<file path="config.mk">
export PLATFORM = sky130hd
export DESIGN_NAME = averaged_ir_distance_linearizer_core_flat
export DESIGN_NICKNAME = d
export VERILOG_FILES = /design/src/design/aidl_pkg.sv /design/src/design/aidl_if.sv /design/src/design/aidl_window.sv /design/src/design/aidl_divider.sv /design/src/design/aidl_horner.sv /design/src/design/averaged_ir_distance_linearizer_core.sv /design/src/flat_wrapper.sv
export SDC_FILE = /design/constraint.sdc
export NUM_CORES = 2
export LEC_CHECK = 0
export BUFFER_PORTS_ARGS = -buffer_cell sky130_fd_sc_hd__buf_2
export CORE_AREA = 2 2 293 295
export DETAILED_ROUTE_END_ITERATION = 7
export DIE_AREA = 0 0 295 297
export PLACE_DENSITY = 0.62
export SYNTH_ARGS = -nofsm -noshare
export SYNTH_HDL_FRONTEND = slang
export SYNTH_SLANG_ARGS = --single-unit
</file>
<file path="constraint.sdc">
create_clock -name clk -period 18.7 [get_ports clk]
set_clock_uncertainty 0.1 [all_clocks]
set_input_delay 1.87 -clock clk [delete_from_list [all_inputs] [get_ports clk]]
set_output_delay 1.87 -clock clk [all_outputs]
set_load 0.05 [all_outputs]
</file>
<file path="src/design/aidl_pkg.sv">
// Shared constants, types and coefficient table of the averaged IR distance linearizer.
`default_nettype none

package aidl_pkg;

    // Default configuration
    localparam int WINDOW_DEF         = 10;
    localparam int ADC_FULL_SCALE_DEF = 1024;

    // Field widths
    localparam int SAMPLE_W = 10;
    localparam int DIST_W   = 20;

    // Fixed-point layout
    localparam int FRAC_W   = 16;                 // Q16 fraction of volts and coefficients
    localparam int AVG_W    = 10;                 // window average never exceeds one sample
    localparam int AVG5_W   = AVG_W + 3;          // avg * 5
    localparam int NUM_W    = AVG5_W + FRAC_W;    // avg * 5 * 2^16
    localparam int VOLT_W   = 19;                 // unsigned Q3.16
    localparam int ACC_W    = 40;                 // Horner accumulator, signed Q16
    localparam int HALF_W   = ACC_W / 2;          // multiplier split point
    localparam int PROD_W   = ACC_W + HALF_W;     // full product width
    localparam int DIST_SH  = 8;                  // Q16 -> Q8
    localparam int COEF_N   = 7;
    localparam int COEF_IW  = 3;

    localparam logic [VOLT_W-1:0]        VOLT_MAX = {VOLT_W{1'b1}};
    localparam logic signed [DIST_W-1:0] DIST_MAX = {1'b0, {(DIST_W-1){1'b1}}};
    localparam logic signed [DIST_W-1:0] DIST_MIN = {1'b1, {(DIST_W-1){1'b0}}};

    // Status from the window store
    typedef struct packed {
        logic done;     // one-cycle pulse: request has been folded into the total
        logic emit;     // window was full, a distance follows
    } win_status_t;

    // Polynomial coefficients, Q10.16, highest power first
    function automatic logic signed [ACC_W-1:0] poly_coef(input logic [COEF_IW-1:0] idx);
        logic signed [ACC_W-1:0] c;
        case (idx)
            3'd0:    c =  40'sd81933;
            3'd1:    c = -40'sd1074528;
            3'd2:    c =  40'sd5569446;
            3'd3:    c = -40'sd14775747;
            3'd4:    c =  40'sd21679309;
            3'd5:    c = -40'sd17832346;
            3'd6:    c =  40'sd7911506;
            default: c =  '0;
        endcase
        return c;
    endfunction

endpackage

`default_nettype wire

</file>
<file path="src/design/aidl_if.sv">
// Valid/ready channel interfaces for converter samples and distance results.
`default_nettype none

interface aidl_sample_if;
    logic                          valid;
    logic                          ready;
    logic [aidl_pkg::SAMPLE_W-1:0] adc_sample;

    modport source (output valid, output adc_sample, input ready);
    modport sink   (input valid, input adc_sample, output ready);
endinterface

interface aidl_distance_if;
    logic                               valid;
    logic                               ready;
    logic signed [aidl_pkg::DIST_W-1:0] distance;

    modport source (output valid, output distance, input ready);
    modport sink   (input valid, input distance, output ready);
endinterface

`default_nettype wire

</file>
<file path="src/design/aidl_window.sv">
// Sample window memory with running total: fill phase, then read-modify-write of the oldest slot.
`default_nettype none

module aidl_window #(
    parameter int WINDOW  = aidl_pkg::WINDOW_DEF,
    parameter int TOTAL_W = 14
) (
    input  logic                          clk,
    input  logic                          rst_n,
    input  logic                          start,
    input  logic [aidl_pkg::SAMPLE_W-1:0] sample,
    output aidl_pkg::win_status_t         status,
    output logic [TOTAL_W-1:0]            total
);
    import aidl_pkg::*;

    localparam int SLOT_W = (WINDOW > 1) ? $clog2(WINDOW) : 1;
    localparam int FILL_W = $clog2(WINDOW + 1);

    localparam logic W_IDLE = 1'b0;
    localparam logic W_READ = 1'b1;

    logic                 state_reg, state_next;
    logic [FILL_W-1:0]    fill_reg, fill_next;
    logic [SLOT_W-1:0]    slot_reg, slot_next;
    logic [TOTAL_W-1:0]   total_reg, total_next;
    logic [SAMPLE_W-1:0]  sample_reg, sample_next;
    logic                 done_reg, done_next;
    logic                 emit_reg, emit_next;

    logic [SAMPLE_W-1:0]  mem [WINDOW];
    logic [SAMPLE_W-1:0]  rd_data_reg;
    logic                 rd_en;
    logic                 wr_en;
    logic [SLOT_W-1:0]    wr_addr;
    logic [SAMPLE_W-1:0]  wr_data;
    logic                 filling;

    assign filling = (fill_reg < FILL_W'(WINDOW));

    // Control and running total
    always_comb
    begin
        state_next  = state_reg;
        fill_next   = fill_reg;
        slot_next   = slot_reg;
        total_next  = total_reg;
        sample_next = sample_reg;
        done_next   = 1'b0;
        emit_next   = emit_reg;
        rd_en       = 1'b0;
        wr_en       = 1'b0;
        wr_addr     = slot_reg;
        wr_data     = sample;
        case (state_reg)
            W_IDLE:
            begin
                if (start)
                begin
                    if (filling)
                    begin
                        // fill phase: store in order, no result
                        wr_en      = 1'b1;
                        wr_addr    = fill_reg[SLOT_W-1:0];
                        total_next = total_reg + TOTAL_W'(sample);
                        fill_next  = fill_reg + 1'b1;
                        done_next  = 1'b1;
                        emit_next  = 1'b0;
                    end
                    else
                    begin
                        // fetch the oldest sample; it comes back next cycle
                        rd_en       = 1'b1;
                        sample_next = sample;
                        state_next  = W_READ;
                    end
                end
            end
            W_READ:
            begin
                // only one request in flight, so read and write of a slot never overlap
                wr_en      = 1'b1;
                wr_addr    = slot_reg;
                wr_data    = sample_reg;
                total_next = total_reg - TOTAL_W'(rd_data_reg) + TOTAL_W'(sample_reg);
                slot_next  = (slot_reg == SLOT_W'(WINDOW - 1)) ? '0 : slot_reg + 1'b1;
                done_next  = 1'b1;
                emit_next  = 1'b1;
                state_next = W_IDLE;
            end
            default:
            begin
                state_next = W_IDLE;
            end
        endcase
    end

    always_ff @(posedge clk or negedge rst_n)
    begin
        if (!rst_n)
        begin
            state_reg <= W_IDLE;
            fill_reg  <= '0;
            slot_reg  <= '0;
            total_reg <= '0;
            done_reg  <= 1'b0;
            emit_reg  <= 1'b0;
        end
        else
        begin
            state_reg <= state_next;
            fill_reg  <= fill_next;
            slot_reg  <= slot_next;
            total_reg <= total_next;
            done_reg  <= done_next;
            emit_reg  <= emit_next;
        end
    end

    always_ff @(posedge clk)
    begin
        sample_reg <= sample_next;
    end

    // Window memory, one write and one registered read port
    always_ff @(posedge clk)
    begin
        if (wr_en)
        begin
            mem[wr_addr] <= wr_data;
        end
        if (rd_en)
        begin
            rd_data_reg <= mem[slot_reg];
        end
    end

    assign status.done = done_reg;
    assign status.emit = emit_reg;
    assign total       = total_reg;

endmodule

`default_nettype wire

</file>
<file path="src/design/aidl_divider.sv">
// Constant-divisor scaling by reciprocal multiplication: window average, then volts in Q3.16.
`default_nettype none

module aidl_divider #(
    parameter int WINDOW         = aidl_pkg::WINDOW_DEF,
    parameter int ADC_FULL_SCALE = aidl_pkg::ADC_FULL_SCALE_DEF,
    parameter int TOTAL_W        = 14
) (
    input  logic                        clk,
    input  logic                        rst_n,
    input  logic                        start,
    input  logic [TOTAL_W-1:0]          total,
    output logic                        done,
    output logic [aidl_pkg::VOLT_W-1:0] volts
);
    import aidl_pkg::*;

    // floor(n * k / d) == floor(n * m / 2^s) with m = ceil(k * 2^s / d),
    // exact while 2^s >= d * 2^(bits of n)
    localparam int              S_AVG  = TOTAL_W + $clog2(WINDOW);
    localparam longint unsigned M_AVG  = ((64'd1 << S_AVG) + WINDOW - 1) / WINDOW;
    localparam int              P1_W   = S_AVG + AVG_W;
    localparam longint unsigned VOLT_K = 64'd5 << FRAC_W;
    localparam int              S_VOLT = AVG_W + $clog2(ADC_FULL_SCALE);
    localparam longint unsigned M_VOLT = ((VOLT_K << S_VOLT) + ADC_FULL_SCALE - 1)
                                         / ADC_FULL_SCALE;
    localparam int              P2_W   = AVG_W + $clog2(M_VOLT + 1);
    localparam int              VR_W   = P2_W - S_VOLT;
    localparam int              CMP_W  = (VR_W > VOLT_W) ? VR_W : VOLT_W;

    logic              avg_vld_reg, avg_vld_next;
    logic              volt_vld_reg, volt_vld_next;
    logic              done_reg, done_next;
    logic [P1_W-1:0]   p_avg_reg, p_avg_next;
    logic [P2_W-1:0]   p_volt_reg, p_volt_next;
    logic [VOLT_W-1:0] volts_reg, volts_next;

    logic [AVG_W-1:0]  avg;
    logic [VR_W-1:0]   vraw;
    logic              vsat;

    assign avg  = p_avg_reg[P1_W-1:S_AVG];
    assign vraw = p_volt_reg[P2_W-1:S_VOLT];
    assign vsat = (CMP_W'(vraw) > CMP_W'(VOLT_MAX));

    // Three stages: average, volt scaling, clamp
    always_comb
    begin
        avg_vld_next  = start;
        volt_vld_next = avg_vld_reg;
        done_next     = volt_vld_reg;
        p_avg_next    = p_avg_reg;
        p_volt_next   = p_volt_reg;
        volts_next    = volts_reg;
        // total / WINDOW
        if (start)
        begin
            p_avg_next = P1_W'(total) * P1_W'(M_AVG);
        end
        // avg * 5 * 2^16 / ADC_FULL_SCALE
        if (avg_vld_reg)
        begin
            p_volt_next = P2_W'(avg) * P2_W'(M_VOLT);
        end
        // clamp to Q3.16
        if (volt_vld_reg)
        begin
            volts_next = vsat ? VOLT_MAX : VOLT_W'(vraw);
        end
    end

    always_ff @(posedge clk or negedge rst_n)
    begin
        if (!rst_n)
        begin
            avg_vld_reg  <= 1'b0;
            volt_vld_reg <= 1'b0;
            done_reg     <= 1'b0;
        end
        else
        begin
            avg_vld_reg  <= avg_vld_next;
            volt_vld_reg <= volt_vld_next;
            done_reg     <= done_next;
        end
    end

    always_ff @(posedge clk)
    begin
        p_avg_reg  <= p_avg_next;
        p_volt_reg <= p_volt_next;
        volts_reg  <= volts_next;
    end

    assign done  = done_reg;
    assign volts = volts_reg;

endmodule

`default_nettype wire

</file>
<file path="src/design/aidl_horner.sv">
// Sequential Horner evaluation of the sixth-order linearizing polynomial, with output saturation.
`default_nettype none

module aidl_horner (
    input  logic                               clk,
    input  logic                               rst_n,
    input  logic                               start,
    input  logic [aidl_pkg::VOLT_W-1:0]        volts,
    output logic                               done,
    output logic signed [aidl_pkg::DIST_W-1:0] distance
);
    import aidl_pkg::*;

    localparam int LO_W = HALF_W + VOLT_W;
    localparam int D_W  = ACC_W - DIST_SH;

    localparam logic [2:0] H_IDLE = 3'd0;
    localparam logic [2:0] H_LO   = 3'd1;
    localparam logic [2:0] H_HI   = 3'd2;
    localparam logic [2:0] H_ADD  = 3'd3;
    localparam logic [2:0] H_SAT  = 3'd4;

    logic [2:0]                 state_reg, state_next;
    logic [COEF_IW-1:0]         idx_reg, idx_next;
    logic                       done_reg, done_next;
    logic signed [ACC_W-1:0]    acc_reg, acc_next;
    logic [VOLT_W-1:0]          volts_reg, volts_next;
    logic [LO_W-1:0]            p_lo_reg, p_lo_next;
    logic signed [ACC_W-1:0]    p_hi_reg, p_hi_next;
    logic signed [DIST_W-1:0]   dist_reg, dist_next;

    logic signed [HALF_W-1:0]   acc_hi;
    logic signed [HALF_W-1:0]   volts_s;
    logic signed [PROD_W-1:0]   prod;
    logic signed [D_W-1:0]      dist_full;

    assign acc_hi    = $signed(acc_reg[ACC_W-1:HALF_W]);
    assign volts_s   = $signed(HALF_W'(volts_reg));
    // recombine the two partial products
    assign prod      = (PROD_W'(p_hi_reg) <<< HALF_W) + $signed(PROD_W'(p_lo_reg));
    assign dist_full = $signed(acc_reg[ACC_W-1:DIST_SH]);

    always_comb
    begin
        state_next = state_reg;
        idx_next   = idx_reg;
        done_next  = 1'b0;
        acc_next   = acc_reg;
        volts_next = volts_reg;
        p_lo_next  = p_lo_reg;
        p_hi_next  = p_hi_reg;
        dist_next  = dist_reg;
        case (state_reg)
            H_IDLE:
            begin
                if (start)
                begin
                    volts_next = volts;
                    acc_next   = poly_coef(COEF_IW'(0));
                    idx_next   = COEF_IW'(1);
                    state_next = H_LO;
                end
            end
            H_LO:
            begin
                // low half of the accumulator, unsigned
                p_lo_next  = LO_W'(acc_reg[HALF_W-1:0]) * LO_W'(volts_reg);
                state_next = H_HI;
            end
            H_HI:
            begin
                // high half, signed
                p_hi_next  = ACC_W'(acc_hi) * ACC_W'(volts_s);
                state_next = H_ADD;
            end
            H_ADD:
            begin
                // floor(acc * v / 2^16) + c
                acc_next = $signed(prod[ACC_W+FRAC_W-1:FRAC_W]) + poly_coef(idx_reg);
                if (idx_reg == COEF_IW'(COEF_N - 1))
                begin
                    state_next = H_SAT;
                end
                else
                begin
                    idx_next   = idx_reg + 1'b1;
                    state_next = H_LO;
                end
            end
            H_SAT:
            begin
                if (dist_full > D_W'(DIST_MAX))
                begin
                    dist_next = DIST_MAX;
                end
                else if (dist_full < D_W'(DIST_MIN))
                begin
                    dist_next = DIST_MIN;
                end
                else
                begin
                    dist_next = dist_full[DIST_W-1:0];
                end
                done_next  = 1'b1;
                state_next = H_IDLE;
            end
            default:
            begin
                state_next = H_IDLE;
            end
        endcase
    end

    always_ff @(posedge clk or negedge rst_n)
    begin
        if (!rst_n)
        begin
            state_reg <= H_IDLE;
            idx_reg   <= '0;
            done_reg  <= 1'b0;
        end
        else
        begin
            state_reg <= state_next;
            idx_reg   <= idx_next;
            done_reg  <= done_next;
        end
    end

    always_ff @(posedge clk)
    begin
        acc_reg   <= acc_next;
        volts_reg <= volts_next;
        p_lo_reg  <= p_lo_next;
        p_hi_reg  <= p_hi_next;
        dist_reg  <= dist_next;
    end

    assign done     = done_reg;
    assign distance = dist_reg;

endmodule

`default_nettype wire

</file>
<file path="src/design/averaged_ir_distance_linearizer_core.sv">
// Top level of the averaged IR distance linearizer: sequencing, volt scaling and result register.
//
//  Channel      Dir  Payload                        Handshake
//  sample_ch    in   adc_sample  [9:0]  unsigned    valid/ready
//  distance_ch  out  distance    [19:0] signed Q12.8 valid/ready
//
// One request at a time. The first WINDOW requests only fill the window and give no result.
// After that a request passes, before the next can be taken, through the window memory
// read-modify-write, the average and volt scaling (two reciprocal multiplications and the
// clamp), the Horner unit (load, six steps of low product, high product and add,
// saturation) and the load of the output register.
// Reset clears control state only; the window memory is not cleared and is never read
// before it is written. A finished result waits in the output register while the next
// request is taken; the sequencer stalls only if a second result is ready before then.
`default_nettype none

module averaged_ir_distance_linearizer_core #(
    parameter int WINDOW         = aidl_pkg::WINDOW_DEF,
    parameter int ADC_FULL_SCALE = aidl_pkg::ADC_FULL_SCALE_DEF
) (
    input  logic           clk,
    input  logic           rst_n,
    aidl_sample_if.sink    sample_ch,
    aidl_distance_if.source distance_ch
);
    import aidl_pkg::*;

    localparam int TOTAL_W = $clog2(WINDOW * ((1 << SAMPLE_W) - 1) + 1);

    localparam logic [2:0] T_IDLE  = 3'd0;
    localparam logic [2:0] T_WIN   = 3'd1;
    localparam logic [2:0] T_SCALE = 3'd2;
    localparam logic [2:0] T_POLY  = 3'd3;
    localparam logic [2:0] T_HOLD  = 3'd4;

    logic [2:0]               state_reg, state_next;
    logic                     out_valid_reg, out_valid_next;
    logic signed [DIST_W-1:0] out_dist_reg, out_dist_next;

    logic                     accept;
    logic                     out_free;
    win_status_t              win_status;
    logic [TOTAL_W-1:0]       total;
    logic                     scale_start;
    logic                     scale_done;
    logic [VOLT_W-1:0]        volts;
    logic                     poly_start;
    logic                     poly_done;
    logic signed [DIST_W-1:0] poly_dist;

    assign accept          = sample_ch.valid & sample_ch.ready;
    assign sample_ch.ready = (state_reg == T_IDLE);
    assign out_free        = !out_valid_reg | distance_ch.ready;

    // Scaling starts once the total is updated, Horner once the volts are ready
    assign scale_start = (state_reg == T_WIN) & win_status.done & win_status.emit;
    assign poly_start  = (state_reg == T_SCALE) & scale_done;

    // Sequencer
    always_comb
    begin
        state_next     = state_reg;
        out_valid_next = out_valid_reg;
        out_dist_next  = out_dist_reg;
        if (distance_ch.valid & distance_ch.ready)
        begin
            out_valid_next = 1'b0;
        end
        case (state_reg)
            T_IDLE:
            begin
                if (accept)
                begin
                    state_next = T_WIN;
                end
            end
            T_WIN:
            begin
                if (win_status.done)
                begin
                    state_next = win_status.emit ? T_SCALE : T_IDLE;
                end
            end
            T_SCALE:
            begin
                if (scale_done)
                begin
                    state_next = T_POLY;
                end
            end
            T_POLY, T_HOLD:
            begin
                if ((poly_done | (state_reg == T_HOLD)) & out_free)
                begin
                    out_valid_next = 1'b1;
                    out_dist_next  = poly_dist;
                    state_next     = T_IDLE;
                end
                else if (poly_done)
                begin
                    state_next = T_HOLD;
                end
            end
            default:
            begin
                state_next = T_IDLE;
            end
        endcase
    end

    always_ff @(posedge clk or negedge rst_n)
    begin
        if (!rst_n)
        begin
            state_reg     <= T_IDLE;
            out_valid_reg <= 1'b0;
        end
        else
        begin
            state_reg     <= state_next;
            out_valid_reg <= out_valid_next;
        end
    end

    always_ff @(posedge clk)
    begin
        out_dist_reg <= out_dist_next;
    end

    assign distance_ch.valid    = out_valid_reg;
    assign distance_ch.distance = out_dist_reg;

    aidl_window #(
        .WINDOW  (WINDOW),
        .TOTAL_W (TOTAL_W)
    ) u_window (
        .clk    (clk),
        .rst_n  (rst_n),
        .start  (accept),
        .sample (sample_ch.adc_sample),
        .status (win_status),
        .total  (total)
    );

    aidl_divider #(
        .WINDOW         (WINDOW),
        .ADC_FULL_SCALE (ADC_FULL_SCALE),
        .TOTAL_W        (TOTAL_W)
    ) u_divider (
        .clk   (clk),
        .rst_n (rst_n),
        .start (scale_start),
        .total (total),
        .done  (scale_done),
        .volts (volts)
    );

    aidl_horner u_horner (
        .clk      (clk),
        .rst_n    (rst_n),
        .start    (poly_start),
        .volts    (volts),
        .done     (poly_done),
        .distance (poly_dist)
    );

endmodule

`default_nettype wire

</file>
<file path="src/flat_wrapper.sv">
// flat-port wrapper written by rule: the top's interface ports become plain ports
module averaged_ir_distance_linearizer_core_flat import aidl_pkg::*;
#(
    parameter int WINDOW         = aidl_pkg::WINDOW_DEF,
    parameter int ADC_FULL_SCALE = aidl_pkg::ADC_FULL_SCALE_DEF
)
  (clk, rst_n, sample_ch_valid, sample_ch_adc_sample, sample_ch_ready, distance_ch_valid, distance_ch_distance, distance_ch_ready);
  aidl_sample_if sample_ch_i ();
  aidl_distance_if distance_ch_i ();
  input  logic clk;
  input  logic rst_n;
  input wire logic [$bits(sample_ch_i.valid)-1:0] sample_ch_valid;
  input wire logic [$bits(sample_ch_i.adc_sample)-1:0] sample_ch_adc_sample;
  output wire logic [$bits(sample_ch_i.ready)-1:0] sample_ch_ready;
  output wire logic [$bits(distance_ch_i.valid)-1:0] distance_ch_valid;
  output wire logic [$bits(distance_ch_i.distance)-1:0] distance_ch_distance;
  input wire logic [$bits(distance_ch_i.ready)-1:0] distance_ch_ready;
  assign sample_ch_i.valid = sample_ch_valid;
  assign sample_ch_i.adc_sample = sample_ch_adc_sample;
  assign sample_ch_ready = sample_ch_i.ready;
  assign distance_ch_valid = distance_ch_i.valid;
  assign distance_ch_distance = distance_ch_i.distance;
  assign distance_ch_i.ready = distance_ch_ready;
  averaged_ir_distance_linearizer_core #(.WINDOW(WINDOW), .ADC_FULL_SCALE(ADC_FULL_SCALE)) u_core (.clk(clk), .rst_n(rst_n), .sample_ch(sample_ch_i), .distance_ch(distance_ch_i));
endmodule
</file>
## After elaboration in Yosys (flattened, before gate mapping)

Memory sizes are Yosys's and may differ from the RTL's. A register that Yosys moved wholly into a read port is not among the register bits.
Cells that the tools add are included.

| storage, ports and cells | value |
|---|---|
| flip-flop bits (word level) | 283 |
| RAM bits | 100 |
| input bits | 14 |
| output and inout port bits | 22 |
| logic and storage cells | 129 |
| memories | 1 |

| operators by class | value |
|---|---|
| add/subtract/negate cells | 8 |
| multipliers | 4 |
| magnitude comparators | 4 |
| eq/ne operators | 23 |
| mux-type cells | 41 |
| bitwise operators | 10 |
| reductions and logical operators | 14 |

Memories:

| memory | words | bits a word | read ports | clocked after Yosys merged registers in | write ports | line | text |
|---|---|---|---|---|---|---|---|
| u_core.u_window.mem | 10 | 10 | 1 | 1 | 1 | aidl_window.sv:31 | `logic [SAMPLE_W-1:0] mem [WINDOW];` |

Operators with widths:

| operator | count |
|---|---|
| $pmux W40 S7 | 1 |
| $mux W40 | 2 |
| $pmux W40 S2 | 1 |
| $add A56 B40 Y56 | 1 |
| $add A40 B40 Y40 | 1 |
| $mul A20 B19 Y39 | 1 |
| $mul A20 B20 Y36 | 1 |
| $gt A32 B20 Y1 const B | 1 |
| $lt A32 B20 Y1 const B | 1 |
| $add A14 B10 Y14 | 2 |
| $mul A14 B15 Y28 const B | 1 |
| $mux W14 | 2 |
| $pmux W14 S2 | 1 |
| $mux W3 | 8 |
| $pmux W3 S4 | 2 |
| $mux W20 | 1 |
| $gt A19 B19 Y1 const B | 1 |
| $eq A3 B2 Y1 const B | 6 |
| $eq A3 B3 Y1 const B | 5 |
| $sub A14 B10 Y14 | 1 |
| $mul A10 B3 Y13 const B | 1 |
| $mux W1 | 13 |
| $mux W4 | 3 |
| $mux W10 | 1 |
| 22 further kinds | 46 |

## Longest topological paths before layout

| logic depth | value |
|---|---|
| word-level depth | 6 |
| gate-level depth with buffers | 25 |

## Modules after synthesis

From an unflattened synthesis, not the netlist that was laid out.

| unflattened totals | value |
|---|---|
| cell total of the unflattened synthesis | 4658 |
| area total of the unflattened synthesis | 46957.5 µm² |

Modules (own cells, without submodules):

| module | instances | cells each | area an instance (µm²) | seq. area each (µm²) |
|---|---|---|---|---|
| aidl_horner | 1 | 3629 | 33833.7 | 4319.1 |
| aidl_window | 1 | 525 | 7205.7 | 4229.1 |
| aidl_divider | 1 | 458 | 5092.4 | 1156.1 |
| averaged_ir_distance_linearizer_core | 1 | 46 | 825.8 | 700.7 |

## Least setup slack after synthesis

OpenSTA, ideal clock, no wires.

| path | value |
|---|---|
| kind | register to register |
| start | reg u_core.u_horner.acc_reg[29] |
| end | reg u_core.u_horner.p_hi_reg[35], data pin |
| setup time | 262 ps |
| data arrival time | 5883 ps |
| slack | 12455 ps |
| cell stages (with the launch flop) | 22 |
| path buffers | 1 |
| clock period less this slack | 6245 ps |
| cells stage by stage | edfxtp_1 > clkbuf_1 > and2_1 > fa_1 > inv_1 > fa_1 > fa_1 > inv_1 > fa_1 > fa_1 > fa_1 > ha_1 > ha_1 > o21a_1 > o21ai_1 > a221oi_2 > a2111oi_2 > o21bai_2 > a21boi_2 > o2111ai_2 > o31ai_2 > xnor2_1 |

| on the way | value |
|---|---|
| longest elaborated chain between the ends | 1 |

Ends and longest elaborated chain:

| element | line | text |
|---|---|---|
| from (decl) | aidl_horner.sv:26 | `logic signed [ACC_W-1:0] acc_reg, acc_next;` |
| from (signal assigned) | aidl_horner.sv:132 | `acc_reg <= acc_next;` |
| $mul A20 B20 Y36 | aidl_horner.sv:73 | `p_hi_next = ACC_W'(acc_hi) * ACC_W'(volts_s);` |
| to (signal assigned) | aidl_horner.sv:135 | `p_hi_reg <= p_hi_next;` |
| to (decl) | aidl_horner.sv:29 | `logic signed [ACC_W-1:0] p_hi_reg, p_hi_next;` |

Every way passes these cells.
A chain may end at the register's enable or synchronous reset.

## Worst setup path in the final report

| path | value |
|---|---|
| start | reg u_core.u_horner.volts_reg[11] |
| end | reg u_core.u_horner.p_hi_reg[35], data pin |

| on the way | value |
|---|---|
| longest elaborated chain between the ends | 1 |

Ends and longest elaborated chain:

| element | line | text |
|---|---|---|
| from (decl) | aidl_horner.sv:27 | `logic [VOLT_W-1:0] volts_reg, volts_next;` |
| from (signal assigned) | aidl_horner.sv:133 | `volts_reg <= volts_next;` |
| $mul A20 B20 Y36 | aidl_horner.sv:73 |  |

Every way passes these cells.

==> results.txt <==
The clock edge transition at the registers on the reported setup and hold paths came out at 0.06 ns. The top-area cell type share of the netlist area is 0.261. The die covers 0.0876 mm2. The min-delay analysis places its worst path in the category register to register. Across the run, the number of max-cap violations was 0. Leaving out fill and tap cells, the most frequent cell in the layout is sky130_fd_sc_hd__inv_1. Of the available clock period, the critical path in the final layout requires 0.361. The wire length on met2 came out at 37.7 mm. The number of hold violations in the final report is 0. Setup violations remaining at the end of the flow were counted as 0. The top fanout value on the critical path is 40. IR analysis of the VDD net gives a maximum drop of 0.0779 mV.

The number of clock sinks is 341. Leaving out fill and tap cells, the most frequent cells in the layout are sky130_fd_sc_hd__inv_1 (605), sky130_fd_sc_hd__fa_1 (492), sky130_fd_sc_hd__ha_1 (435), sky130_fd_sc_hd__nand2_1 (344), sky130_fd_sc_hd__edfxtp_1 (302). The instance count of the mapped netlist came out at 3,568. Once layout is complete, the cells apart from fillers number 4,720. The number of nets in the synthesized netlist is 4,509.

The sequential fraction of the synthesis area is 0.267. The signed area change from the synthesized netlist to the final layout came out at 7.20%. The die is 297 um tall. After detailed routing, the number of remaining DRC violations is 0. The power consumption came out at 1.63 mW. The congestion estimate from routability-driven global placement came to 0.825. The floorplan step defined a core boundary enclosing 0.0845 mm2.

In the final layout, the share of cells above drive strength 1 is 0.0548. The residual antenna-violating net count after detailed routing is 0. The setup path with the least slack is of type register to register. The final net count came out at 4,485. The worst path arrival time is 7.00 ns. For this run, the total global-route usage over all layers was measured as 0.196. The cell chosen for the clock root is sky130_fd_sc_hd__clkbuf_16.

After synthesis the netlist holds a flip-flop and latch count of 341. After detailed routing, no signal wire sits above met4. The post-cts hold buffer count came out at 0. The mapped netlist covers 0.0377 mm2. The number of flip-flops under the largest register name came out at 100. TritonCTS built the clock tree.

The total negative setup slack is 0 ns. Entering global routing, the biggest net connects 42 pins. The routed metal-1 wire length came out at 38.3 mm.

The total detailed-routing wirelength came out at 80.4 mm. The total number of vias came out at 24,224. The total power divided by cell area is 40.3 mW/mm2. The run finished with clean final reports. The number of antenna violations at the first check in global routing is 0.

The number of global-route vias before repair is 25,589. The count of cell types in the netlist came out at 80. Once layout is complete, the utilization of the core stands at 0.478. In the routed layout, each cell is associated on average with a via count of 5.13. The initial DRC count came out at 1,115.

The kind of end point of the critical path is a register. The floorplan row count came out at 107. The wire-length estimate of the detail-placed layout is 61.6 mm. The max-slew violation count is 0. For this run, the top clock speed supported by timing is 148 MHz. The number of buffer cells added on primary ports came out at 35. The later pin in the worst-skew pair is clocked with a latency of 0.60 ns. The post-cts sizing count came out at 0.

The clock period could shrink to 6.75 ns. The post-CTS setup repair buffer count is 0. The first-pass GRT wire length came out at 137 mm. The wire length on met3 came out at 3.45 mm.

The width of the die is 295 um. Setup repair after global routing left no endpoint under its margin. The detailed-routing iteration count for the pre-antenna-repair pass is 5.

Yosys attributes the largest share of cell area to sky130_fd_sc_hd__fa_1 (26%), sky130_fd_sc_hd__edfxtp_1 (24%), sky130_fd_sc_hd__ha_1 (14%). The remaining global-route overflow is 0. The startpoint type of the worst setup path is a register. The total leakage power is 18.2 nW.

The CTS buffer count came out at 41. Counting flops with a built-in enable in the synthesized netlist gives 302. The cell count after placement came out at 4,645.

The maximum level of the CTS H-tree came out at 2. In the synthesized netlist the dominant register cell turns out to be sky130_fd_sc_hd__edfxtp_1. The synthesized area divided by synthesized cell count came out at 10.6 um2. The number of warning messages in the yosys log came out at 0. The repair_antennas step left the layout with diodes totalling 0. After detailed routing, the average wire length per cell comes to 17.0 um.

Summed over all instances, the cell type with the most area after synthesis is sky130_fd_sc_hd__fa_1. The relative slew slack is 0.204. For the pin with the worst max-slew slack, the measured transition is 1.19 ns. Counting flops with an async set or reset pin after synthesis yields a share of 0.114. The critical path required time is 18.95 ns. The number of top-level pins is 36. The maximum clock path buffer count came out at 3. The starting density of the core is 0.446.
metrics by stage:
stage	setup slack, ns	hold WS [ns]	area, um2
5_1_grt	11.50	0.322	40400
4_1_cts	11.94	0.309	40400
3_5_place_dp	11.96	0.305	39000
3_3_place_gp	11.99	0.301	39000
6_report	11.95	0.315	40400
2_1_floorplan	12.45	0.300	37700
final cells by class:
| type | count | area (um2) |
|---|---|---|
| Multi-Input combinational cell | 2495 | 24900 |
| Sequential cell | 341 | 10000 |
| Fill cell | 7756 | 44100 |
| Tap cell | 1144 | 1430 |
| Clock buffer | 45 | 1040 |
| Clock inverter | 30 | 314 |
| Inverter | 605 | 2270 |
| Timing Repair Buffer | 60 | 363 |
cells in the mapped netlist, drive strengths merged, types with 29 or more instances:
library cell  count
o21a             43
and2            281
a21oi           128
nor2            135
nand2           344
nand3            29
edfxtp          302
clkbuf          123
a21o             51
nor3             41
fa              492
xor2             37
o21ai            75
inv             605
dfrtp            39
ha              435
xnor2           119
report_power, final:
group	internal (mW)	total, mW	switching, mW
registers	0.822	0.822	0.0000000000000000201
logic	0.00448	0.0144	0.00994
clock network	0.452	0.793	0.341
final timing paths:
kind / start / endpoint / slack, ns / cells after the start
min in group asynchronous: rst_n / u_core.u_window.fill_reg[3] / 1.25 / 2
max reg2reg: u_core.u_horner.volts_reg[11] / u_core.u_horner.p_hi_reg[35] / 11.95 / 21
min: u_core.u_horner.distance[18] / u_core.distance_ch.distance[18] / 0.31 / 0
max: u_core.u_horner.volts_reg[11] / u_core.u_horner.p_hi_reg[35] / 11.95 / 21
max in group asynchronous: rst_n / u_core.u_window.slot_reg[0] / 16.83 / 2
min reg2reg: u_core.u_horner.distance[18] / u_core.distance_ch.distance[18] / 0.31 / 0
critical path: stages (launching register included):
cell and delay, ns:
sky130_fd_sc_hd__edfxtp_1 0.32, sky130_fd_sc_hd__buf_4 0.42, sky130_fd_sc_hd__nand2_1 0.16, sky130_fd_sc_hd__fa_1 0.55
sky130_fd_sc_hd__inv_1 0.05, sky130_fd_sc_hd__fa_1 0.49, sky130_fd_sc_hd__inv_1 0.06, sky130_fd_sc_hd__fa_1 0.56
sky130_fd_sc_hd__inv_1 0.06, sky130_fd_sc_hd__fa_1 0.46, sky130_fd_sc_hd__fa_1 0.51, sky130_fd_sc_hd__fa_1 0.42
sky130_fd_sc_hd__ha_1 0.28, sky130_fd_sc_hd__ha_1 0.24, sky130_fd_sc_hd__nor4_1 0.37, sky130_fd_sc_hd__a221oi_2 0.16
sky130_fd_sc_hd__a2111oi_2 0.37, sky130_fd_sc_hd__o21bai_2 0.17, sky130_fd_sc_hd__a21boi_2 0.19, sky130_fd_sc_hd__o2111ai_2 0.18
sky130_fd_sc_hd__o31ai_2 0.23, sky130_fd_sc_hd__xnor2_1 0.09
logic make-up after synthesis:
kind of cell,count (synthesis),synth area share
multiplexers,46,0.0192
flip-flops,341,0.267
adder cells (fa/ha/maj),927,0.406
AO/OA/AOI/OAI,421,0.0751
buffers and inverters,732,0.0731
AND/OR/NAND/NOR,945,0.124
XOR/XNOR,156,0.0363
layer usage:
metal | global-route usage | vias up
met5 | 0 | -
met4 | 0.0312 | 0
met3 | 0.0235 | 73
met2 | 0.316 | 439
met1 | 0.287 | 12144
li1 | - | 11568
(Power assumes the default switching activity.)
